## src/rtl/bta_pkg.sv

```systemverilog
package bta_pkg;

  localparam int unsigned DivW    = 33;
  localparam int unsigned ApbAddrW = 3;
  localparam int unsigned ApbDataW = 32;
  localparam int unsigned EntryW  = 3;
  localparam int unsigned TotalCfgW = 11;

  localparam logic [EntryW-1:0] FlagTaken = 3'b001;
  localparam logic [EntryW-1:0] FlagFirst = 3'b010;
  localparam logic [EntryW-1:0] FlagNext  = 3'b100;
  localparam logic [7:0]        TypeMask  = 8'h0f;

  localparam logic [TotalCfgW-1:0] BlockTotalReset = 11'd1024;

  typedef enum logic {
    OpAlloc = 1'b0,
    OpFree  = 1'b1
  } op_e;

  typedef enum logic {
    RegHeapStart  = 1'b0,
    RegBlockTotal = 1'b1
  } reg_idx_e;

  typedef enum logic [1:0] {
    StatusOk      = 2'd0,
    StatusNoRun   = 2'd1,
    StatusOutside = 2'd2,
    StatusZero    = 2'd3
  } status_e;

  typedef enum logic [10:0] {
    SClear = 11'b000_0000_0001,
    SIdle  = 11'b000_0000_0010,
    SBase  = 11'b000_0000_0100,
    SSetup = 11'b000_0000_1000,
    SNeed  = 11'b000_0001_0000,
    SScan  = 11'b000_0010_0000,
    SMark  = 11'b000_0100_0000,
    SProd  = 11'b000_1000_0000,
    SAddr  = 11'b001_0000_0000,
    SIdx   = 11'b010_0000_0000,
    SWalk  = 11'b100_0000_0000
  } state_e;

  typedef struct packed {
    logic           done;
    logic [DivW-1:0] quotient;
  } div_res_t;

endpackage

```

## src/rtl/bta_ram.sv

```systemverilog
module bta_ram #(
  parameter int unsigned Width = 3,
  parameter int unsigned Depth = 1024
) (
  input  logic                     clk_i,
  input  logic                     we_i,
  input  logic [$clog2(Depth)-1:0] waddr_i,
  input  logic [Width-1:0]         wdata_i,
  input  logic [$clog2(Depth)-1:0] raddr_i,
  output logic [Width-1:0]         rdata_o
);

  logic [Width-1:0] mem_q [Depth];

  always_ff @(posedge clk_i) begin
    if (we_i) begin
      mem_q[waddr_i] <= wdata_i;
    end
    rdata_o <= mem_q[raddr_i];
  end

endmodule

```

## src/rtl/bta_div.sv

```systemverilog
module bta_div #(
  parameter int unsigned BLOCK_BYTES = 4096
) (
  input  logic                           clk_i,
  input  logic                           rst_ni,
  input  logic                           start_i,
  input  logic [bta_pkg::DivW-1:0]       dividend_i,
  output bta_pkg::div_res_t              res_o,
  output logic [$clog2(BLOCK_BYTES)-1:0] remainder_o
);

  localparam int unsigned RW = $clog2(BLOCK_BYTES);

  logic                     done_q;
  logic [bta_pkg::DivW-1:0] quo_q;
  logic [RW-1:0]            rem_q;

  always_ff @(posedge clk_i or negedge rst_ni) begin
    if (!rst_ni) begin
      done_q <= 1'b0;
    end else begin
      done_q <= start_i;
    end
  end

  // BLOCK_BYTES is a power of two: quotient is a shift, remainder a mask
  always_ff @(posedge clk_i) begin
    if (start_i) begin
      quo_q <= dividend_i >> RW;
      rem_q <= dividend_i[RW-1:0];
    end
  end

  assign res_o.done     = done_q;
  assign res_o.quotient = quo_q;
  assign remainder_o    = rem_q;

endmodule

```

## src/rtl/block_table_heap_allocator_unit.sv

```systemverilog
// Channel    Direction  Signals                                   Transaction
// input      in         start, busy, opcode_i, size_bytes_i,      start & !busy
//                       free_address_i
// result     out        done_o, result_address_o, status_o        done_o, one cycle
// config     in/out     psel, penable, pwrite, paddr, pwdata,     psel & penable & pwrite
//                       prdata, pready
//
// After reset a clearing pass writes every table entry with busy high.
// A transaction uses the shared shift unit for the heap base, then once more for the block
// count (allocate) or block index (free, unless the address is below the base or the
// table is empty); BLOCK_BYTES is a power of two. Allocate scans and marks one entry per
// cycle, then forms the block offset and result address. Free walks one entry per cycle.
// A zero-size allocate answers the cycle after start. The result strobe cannot be stalled.
module block_table_heap_allocator_unit #(
  parameter int unsigned TABLE_DEPTH = 1024,
  parameter int unsigned BLOCK_BYTES = 4096
) (
  input  logic                           clk_i,
  input  logic                           rst_ni,
  input  logic                           start,
  output logic                           busy,
  input  logic                           opcode_i,
  input  logic [31:0]                    size_bytes_i,
  input  logic [31:0]                    free_address_i,
  output logic                           done_o,
  output logic [31:0]                    result_address_o,
  output logic [1:0]                     status_o,
  input  logic                           psel,
  input  logic                           penable,
  input  logic                           pwrite,
  input  logic [bta_pkg::ApbAddrW-1:0]   paddr,
  input  logic [bta_pkg::ApbDataW-1:0]   pwdata,
  output logic [bta_pkg::ApbDataW-1:0]   prdata,
  output logic                           pready
);

  localparam int unsigned AW = $clog2(TABLE_DEPTH);
  localparam int unsigned TW = $clog2(TABLE_DEPTH + 1);
  localparam int unsigned CW = (TW > bta_pkg::TotalCfgW) ? TW : bta_pkg::TotalCfgW;
  localparam int unsigned RW = $clog2(BLOCK_BYTES);
  localparam int unsigned PW = AW + 17;
  localparam int unsigned DW = bta_pkg::DivW;

  bta_pkg::state_e  state_q, state_d;
  bta_pkg::op_e     op_q;
  bta_pkg::status_e status_q, status_d;

  logic [31:0]                   heap_start_q;
  logic [bta_pkg::TotalCfgW-1:0] block_total_q;
  logic [TW-1:0]                 total;

  logic [31:0]   size_q, faddr_q;
  logic [31:0]   base_q, base_d;
  logic [DW-1:0] need_q, need_d;
  logic [AW-1:0] chk_q, chk_d;
  logic [TW-1:0] run_q, run_d;
  logic [AW-1:0] first_q, first_d;
  logic [AW-1:0] mark_q, mark_d;
  logic [TW-1:0] left_q, left_d;
  logic [AW-1:0] walk_q, walk_d;
  logic [AW-1:0] clr_q, clr_d;
  logic [31:0]   prod_q, prod_d;
  logic          done_q, done_d;
  logic [31:0]   res_addr_q, res_addr_d;

  logic                      accept;
  logic                      cfg_we;
  logic                      div_start;
  logic [DW-1:0]             dividend;
  bta_pkg::div_res_t         div_res;
  logic [RW-1:0]             div_rem;

  logic                      we;
  logic [AW-1:0]             waddr;
  logic [bta_pkg::EntryW-1:0] wdata;
  logic [AW-1:0]             raddr;
  logic [bta_pkg::EntryW-1:0] rdata;
  logic                      taken;

  assign busy   = (state_q != bta_pkg::SIdle);
  assign accept = start && !busy;
  assign pready = 1'b1;
  assign cfg_we = psel && penable && pwrite;

  always_comb begin
    unique case (bta_pkg::reg_idx_e'(paddr[2]))
      bta_pkg::RegHeapStart:  prdata = heap_start_q;
      bta_pkg::RegBlockTotal: prdata = bta_pkg::ApbDataW'(block_total_q);
      default:                prdata = '0;
    endcase
  end

  always_ff @(posedge clk_i or negedge rst_ni) begin
    if (!rst_ni) begin
      heap_start_q  <= '0;
      block_total_q <= bta_pkg::BlockTotalReset;
    end else if (cfg_we) begin
      unique case (bta_pkg::reg_idx_e'(paddr[2]))
        bta_pkg::RegHeapStart:  heap_start_q  <= pwdata;
        bta_pkg::RegBlockTotal: block_total_q <= pwdata[bta_pkg::TotalCfgW-1:0];
        default: ;
      endcase
    end
  end

  assign total = (CW'(block_total_q) < CW'(TABLE_DEPTH)) ? TW'(block_total_q)
                                                         : TW'(TABLE_DEPTH);

  bta_div #(
    .BLOCK_BYTES(BLOCK_BYTES)
  ) u_div (
    .clk_i      (clk_i),
    .rst_ni     (rst_ni),
    .start_i    (div_start),
    .dividend_i (dividend),
    .res_o      (div_res),
    .remainder_o(div_rem)
  );

  bta_ram #(
    .Width(bta_pkg::EntryW),
    .Depth(TABLE_DEPTH)
  ) u_table (
    .clk_i  (clk_i),
    .we_i   (we),
    .waddr_i(waddr),
    .wdata_i(wdata),
    .raddr_i(raddr),
    .rdata_o(rdata)
  );

  assign taken = (8'(rdata) & bta_pkg::TypeMask & 8'(bta_pkg::FlagTaken)) != 8'd0;

  always_comb begin
    state_d    = state_q;
    status_d   = status_q;
    base_d     = base_q;
    need_d     = need_q;
    chk_d      = chk_q;
    run_d      = run_q;
    first_d    = first_q;
    mark_d     = mark_q;
    left_d     = left_q;
    walk_d     = walk_q;
    clr_d      = clr_q;
    prod_d     = prod_q;
    done_d     = 1'b0;
    res_addr_d = res_addr_q;
    div_start  = 1'b0;
    dividend   = {1'b0, heap_start_q};
    we         = 1'b0;
    waddr      = clr_q;
    wdata      = '0;
    raddr      = '0;

    unique case (state_q)
      bta_pkg::SClear: begin
        we    = 1'b1;
        clr_d = clr_q + 1'b1;
        if (clr_q == AW'(TABLE_DEPTH - 1)) begin
          state_d = bta_pkg::SIdle;
        end
      end
      bta_pkg::SIdle: begin
        if (accept) begin
          if (bta_pkg::op_e'(opcode_i) == bta_pkg::OpAlloc && size_bytes_i == '0) begin
            done_d     = 1'b1;
            status_d   = bta_pkg::StatusZero;
            res_addr_d = '0;
          end else begin
            div_start = 1'b1;
            state_d   = bta_pkg::SBase;
          end
        end
      end
      bta_pkg::SBase: begin
        if (div_res.done) begin
          base_d  = heap_start_q - 32'(div_rem);
          state_d = bta_pkg::SSetup;
        end
      end
      bta_pkg::SSetup: begin
        if (op_q == bta_pkg::OpAlloc) begin
          div_start = 1'b1;
          dividend  = DW'(size_q) + DW'(BLOCK_BYTES - 1);
          state_d   = bta_pkg::SNeed;
        end else if (faddr_q < base_q || total == '0) begin
          done_d     = 1'b1;
          status_d   = bta_pkg::StatusOutside;
          res_addr_d = '0;
          state_d    = bta_pkg::SIdle;
        end else begin
          div_start = 1'b1;
          dividend  = DW'(faddr_q - base_q);
          state_d   = bta_pkg::SIdx;
        end
      end
      bta_pkg::SNeed: begin
        if (div_res.done) begin
          need_d = div_res.quotient;
          if (total == '0) begin
            done_d     = 1'b1;
            status_d   = bta_pkg::StatusNoRun;
            res_addr_d = '0;
            state_d    = bta_pkg::SIdle;
          end else begin
            raddr   = '0;
            chk_d   = '0;
            run_d   = '0;
            state_d = bta_pkg::SScan;
          end
        end
      end
      bta_pkg::SScan: begin
        raddr = chk_q + 1'b1;
        chk_d = chk_q + 1'b1;
        if (taken) begin
          run_d = '0;
        end else begin
          run_d = run_q + 1'b1;
          if (run_q == '0) begin
            first_d = chk_q;
          end
        end
        if (!taken && (DW'(run_q) + DW'(1)) == need_q) begin
          mark_d  = (run_q == '0) ? chk_q : first_q;
          left_d  = TW'(need_q);
          state_d = bta_pkg::SMark;
        end else if (TW'(chk_q) + TW'(1) == total) begin
          done_d     = 1'b1;
          status_d   = bta_pkg::StatusNoRun;
          res_addr_d = '0;
          state_d    = bta_pkg::SIdle;
        end
      end
      bta_pkg::SMark: begin
        we     = 1'b1;
        waddr  = mark_q;
        wdata  = bta_pkg::FlagTaken
               | ((mark_q == first_q) ? bta_pkg::FlagFirst : '0)
               | ((left_q > TW'(1)) ? bta_pkg::FlagNext : '0);
        mark_d = mark_q + 1'b1;
        left_d = left_q - 1'b1;
        if (left_q == TW'(1)) begin
          state_d = bta_pkg::SProd;
        end
      end
      bta_pkg::SProd: begin
        prod_d  = 32'(PW'(first_q) * PW'(BLOCK_BYTES));
        state_d = bta_pkg::SAddr;
      end
      bta_pkg::SAddr: begin
        done_d     = 1'b1;
        status_d   = bta_pkg::StatusOk;
        res_addr_d = base_q + prod_q;
        state_d    = bta_pkg::SIdle;
      end
      bta_pkg::SIdx: begin
        if (div_res.done) begin
          if (div_res.quotient >= DW'(total)) begin
            done_d     = 1'b1;
            status_d   = bta_pkg::StatusOutside;
            res_addr_d = '0;
            state_d    = bta_pkg::SIdle;
          end else begin
            raddr   = AW'(div_res.quotient);
            walk_d  = AW'(div_res.quotient);
            state_d = bta_pkg::SWalk;
          end
        end
      end
      bta_pkg::SWalk: begin
        we     = 1'b1;
        waddr  = walk_q;
        wdata  = '0;
        raddr  = walk_q + 1'b1;
        walk_d = walk_q + 1'b1;
        if ((rdata & bta_pkg::FlagNext) == '0 || TW'(walk_q) + TW'(1) == total) begin
          done_d     = 1'b1;
          status_d   = bta_pkg::StatusOk;
          res_addr_d = '0;
          state_d    = bta_pkg::SIdle;
        end
      end
      default: begin
        state_d = bta_pkg::SIdle;
      end
    endcase
  end

  always_ff @(posedge clk_i or negedge rst_ni) begin
    if (!rst_ni) begin
      state_q <= bta_pkg::SClear;
      clr_q   <= '0;
      done_q  <= 1'b0;
    end else begin
      state_q <= state_d;
      clr_q   <= clr_d;
      done_q  <= done_d;
    end
  end

  always_ff @(posedge clk_i) begin
    if (accept) begin
      op_q    <= bta_pkg::op_e'(opcode_i);
      size_q  <= size_bytes_i;
      faddr_q <= free_address_i;
    end
    status_q   <= status_d;
    base_q     <= base_d;
    need_q     <= need_d;
    chk_q      <= chk_d;
    run_q      <= run_d;
    first_q    <= first_d;
    mark_q     <= mark_d;
    left_q     <= left_d;
    walk_q     <= walk_d;
    prod_q     <= prod_d;
    res_addr_q <= res_addr_d;
  end

  assign done_o           = done_q;
  assign result_address_o = res_addr_q;
  assign status_o         = status_q;

`ifndef SYNTHESIS
  a_accept_progress: assert property (@(posedge clk_i) disable iff (!rst_ni)
    accept |=> (busy || done_o))
    else $error("accepted transaction neither busy nor answered");

  a_done_idle: assert property (@(posedge clk_i) disable iff (!rst_ni)
    done_o |-> !busy)
    else $error("result strobe while sequencer busy");

  a_fail_zero_addr: assert property (@(posedge clk_i) disable iff (!rst_ni)
    (done_o && status_o != bta_pkg::StatusOk) |-> (result_address_o == '0))
    else $error("failed transaction returns nonzero address");

  a_set_only_mark: assert property (@(posedge clk_i) disable iff (!rst_ni)
    (we && wdata != '0) |-> (state_q == bta_pkg::SMark))
    else $error("nonzero table write outside run marking");
`endif

endmodule
```

## config.mk

```make
export PLATFORM = sky130hd
export DESIGN_NAME = block_table_heap_allocator_unit
export DESIGN_NICKNAME = d
export VERILOG_FILES = /design/src/rtl/bta_pkg.sv /design/src/rtl/bta_ram.sv /design/src/rtl/bta_div.sv /design/src/rtl/block_table_heap_allocator_unit.sv
export SDC_FILE = /design/constraint.sdc
export NUM_CORES = 2
export LEC_CHECK = 0
export ABC_CLOCK_PERIOD_IN_PS = 64200
export BUFFER_PORTS_ARGS = -buffer_cell sky130_fd_sc_hd__buf_2
export CAP_MARGIN = 30
export CORE_AREA = 4 4 493 495
export CTS_BUF_LIST = sky130_fd_sc_hd__clkbuf_8
export DETAILED_ROUTE_END_ITERATION = 8
export DIE_AREA = 0 0 497 499
export GPL_ROUTABILITY_DRIVEN = 0
export PLACE_DENSITY = 0.72
export SKIP_LAST_GASP = 1
export SYNTH_ARGS = -nofsm -noshare
export SYNTH_HDL_FRONTEND = slang
export SYNTH_HIERARCHICAL = 1
export SYNTH_SLANG_ARGS = --single-unit
```

## constraint.sdc

```tcl
create_clock -name clk_i -period 64.2 [get_ports clk_i]
set_clock_uncertainty 0.2 [all_clocks]
set_input_delay 0 -clock clk_i [delete_from_list [all_inputs] [get_ports clk_i]]
set_output_delay 0 -clock clk_i [all_outputs]
set_load 0.005 [all_outputs]
```

==> impl_summary.txt <==
----------------------------------------------------
[Status]
  Outcome ... finished, final reports clean

[Die]
  Initial Utilization ... 43.7%
  Placeable core region ... 0.238 sq mm
  Die width ... 497 um
  Die Height ... 499 um
  Number of standard-cell rows in the floorplan ... 179
  Die area ... 0.248 sq mm
  I/O pin count ... 175

[Pwr]
  Power density over cell area ... 26.9 mW/mm^2
  Leakage power total ... 42.2 nW
  Worst VDD drop ... 0.0248 mV
  Design Power ... 3.16 mW

[Worst setup path]
  Type of destination of the critical path ... flop
  Critical path data required time ... 64780 ps
  Worst Path Max Fanout ... 121
  Critical path arrival ... 10590 ps
  Category of the most critical setup path ... reg2reg
  Launch point of the worst path ... block_total_q[10]$_DFFE_PN1P_
  Kind of start point of the critical path ... flop
  Beginning of the worst register-to-register path ... block_total_q[10]$_DFFE_PN1P_

[Detailed routing]
  First-pass DRT Iterations ... 8
  Antenna Violating Nets Remaining ... 0
  DRC violations left ... 0
  Detailed Route Iter0 Violations ... 8629
  Via count of the routed design ... 63674
  Number of vias per cell after detailed routing ... 6.01
  Post-DR wirelength/cell ... 26.6 um
  WL final ... 282 mm

[Clock network]
  Clk Tree Root Cell ... sky130_fd_sc_hd__clkbuf_8
  Number of buffers added by the clock tree synthesis step ... 387
  Total setup buffers inserted after CTS ... 0
  Clock insertion delay at the later pin of the skew report ... 1110 ps
  Post-CTS sizing ... 0
  Clock-pin slew of the registers on the worst-case setup and hold paths ... 60 ps
  CTS tree ... done
  Level count of the clock H-tree ... 5
  Clk sink count ... 2385
  Max Buffers Root-to-Sink ... 4

[Timing]
  Worst-Margin Slew ... 1190 ps
  Post-Route Hold Slack ... 106 ps
  Tmin final ... 10010 ps
  Total negative slack for setup checks ... 0 ps
  Final hold viol count ... 0
  Final worst path period share ... 15.6%
  Maximum achievable frequency ... 99.9 MHz
  Number of endpoints failing setup at the final stage ... 0
  Worst slew margin relative to its limit ... 20.8%
  Number of slew-limit violations in the final report ... 0
  Unrepaired setup endpoints after global routing ... no
  Worst Setup Slack, final ... 54190 ps

[Finish]
  Share of final-layout standard cells stronger than drive strength 1 ... 19.2%
  Final nets ... 7316
  Post-Layout Cell Count ... 10591
  Fin util ... 49.4%
  Syn-to-layout area delta ... 13.1%
  Total of fill cells in the finished design ... 19312
  Final design instance area without fill ... 0.118 sq mm

[Synth]
  Synthesized area ... 0.104 sq mm
  Instance count of the mapped netlist ... 6662
  Synth Area per Inst ... 15.6 sq um
  Count of warnings emitted by yosys ... 6

[Global routing]
  Initial antenna violation count ... 21
  Gr ovfl total ... 0
  Largest net degree at the start of global routing ... 249
  Vias in the first global route ... 64597
  Global-route wire length before repair ... 416 mm
  Global-route usage over all layers ... 22.3%

[Flow run]
  Max-cap violations ... 0

[Placement]
  DP Worst Slack ... 54250 ps
  Dpl cells ... 9604
  Cell Area, Placed ... 0.107 sq mm
  Total of buffers placed on input and output ports ... 171
  Half-perimeter wire length after placement ... 161 mm

[Hold path]
  Critical hold path startpoint ... free_address_i[20]
  Type of the most critical hold path ... in2reg

----------------------------------------------------
metal layers:
metal | vias up | routed length [um] | GRT usage [%] | part of all wire, %
met4 | 6 | 16600 | 12.3 | 5.9
met3 | 988 | 32100 | 5.82 | 11
met1 | 32021 | 101000 | 28.6 | 36
li1 | 26519 | - | - | -
met2 | 4140 | 132000 | 35.0 | 47
met5 | - | 36 | 0 | 0.013
placed cells by master (no fill, tap or decap), types with 30 or more instances in the layout:
cell                            count
sky130_fd_sc_hd__mux2i_1          209
sky130_fd_sc_hd__clkinv_2          41
sky130_fd_sc_hd__clkbuf_8         396
sky130_fd_sc_hd__nor3_1            79
sky130_fd_sc_hd__nand4_1           35
sky130_fd_sc_hd__o221ai_1          66
sky130_fd_sc_hd__xnor2_1          104
sky130_fd_sc_hd__a21oi_1          133
sky130_fd_sc_hd__xor2_1            66
sky130_fd_sc_hd__buf_4            112
sky130_fd_sc_hd__nand3_1           63
sky130_fd_sc_hd__inv_1            190
sky130_fd_sc_hd__a22oi_1           70
sky130_fd_sc_hd__mux2_2            72
sky130_fd_sc_hd__buf_16            30
sky130_fd_sc_hd__o21ai_0          112
sky130_fd_sc_hd__nor2b_1           45
sky130_fd_sc_hd__dlygate4sd3_1    298
sky130_fd_sc_hd__nand2_1          243
sky130_fd_sc_hd__dfrtp_1           64
sky130_fd_sc_hd__o22ai_1           81
sky130_fd_sc_hd__edfxtp_1        2317
sky130_fd_sc_hd__mux4_2           439
sky130_fd_sc_hd__nor4_1            48
sky130_fd_sc_hd__nor2_1          1212
sky130_fd_sc_hd__buf_2            173
sky130_fd_sc_hd__ha_1              74
sky130_fd_sc_hd__clkinv_1          94
sky130_fd_sc_hd__a21o_1            31
timing repair:
action,CTS,global route
endpoints found under the hold margin,254,0
setup endpoints to repair,0,0
hold buffers,298,0
cell type report:
type | instances | area [sq um] | share of cell area [%]
Antenna cell | 15 | 37.5 | 0.0319
Clock buffer | 396 | 5450 | 4.64
Clock inverter | 269 | 1550 | 1.32
Inverter | 87 | 342 | 0.291
Multi-Input combinational cell | 3641 | 29100 | 24.8
Sequential cell | 2385 | 71300 | 60.6
Tap cell | 3167 | 3960 | 3.37
Timing Repair Buffer | 631 | 5800 | 4.93
final timing paths:
check	end	slack [ps]	cells past startpoint
max	u_table/rdata_o[2]$_DFF_P_	54190	21
min	faddr_q[20]$_DFFE_PP_	110	3
max reg2reg	u_table/rdata_o[2]$_DFF_P_	54190	21
min reg2reg	need_q[14]$_DFFE_PP_	240	0
max in group asynchronous	state_q[10]$_DFFE_PN0P_	61720	7
min in group asynchronous	state_q[9]$_DFFE_PN0P_	710	5
worst max-delay path, cell delays in order (launching register included):
cell and delay, ps:
sky130_fd_sc_hd__dfstp_2 710, sky130_fd_sc_hd__inv_1 250, sky130_fd_sc_hd__ha_1 290, sky130_fd_sc_hd__nor4_1 320, sky130_fd_sc_hd__nand2_1 90, sky130_fd_sc_hd__nor4_1 220
sky130_fd_sc_hd__nand4_1 280, sky130_fd_sc_hd__a211o_1 430, sky130_fd_sc_hd__nor2_2 460, sky130_fd_sc_hd__a221o_4 800, sky130_fd_sc_hd__buf_4 670, sky130_fd_sc_hd__buf_12 640
sky130_fd_sc_hd__buf_4 760, sky130_fd_sc_hd__buf_4 770, sky130_fd_sc_hd__mux4_2 600, sky130_fd_sc_hd__and2_1 170, sky130_fd_sc_hd__o32ai_1 500, sky130_fd_sc_hd__nor3_1 110
sky130_fd_sc_hd__nand4_1 170, sky130_fd_sc_hd__a31oi_1 190, sky130_fd_sc_hd__o221ai_1 390, sky130_fd_sc_hd__nand4_1 280
report_power, final:
group	internal, mW	leakage (nW)	switching [mW]	total [mW]
sequential	1.72	27.3	0.0276	1.74
clock	0.637	3.99	0.591	1.23
combinational	0.0790	10.9	0.107	0.186
total	2.43	42.2	0.726	3.16
registers in the layout, summed over array words and instances (netlist names), 10 cells and up:
name,count
base_q,32
block_total_q,11
chk_q,10
clr_q,10
faddr_q,32
first_q,10
heap_start_q,32
left_q,11
mark_q,10
need_q,33
prod_q,10
result_address_o,32
run_q,11
size_q,32
state_q,11
u_div/quo_q,21
u_div/remainder_o,12
u_table/mem_q,2048
walk_q,10
No activity file was read; power rests on OpenSTA's default activity.
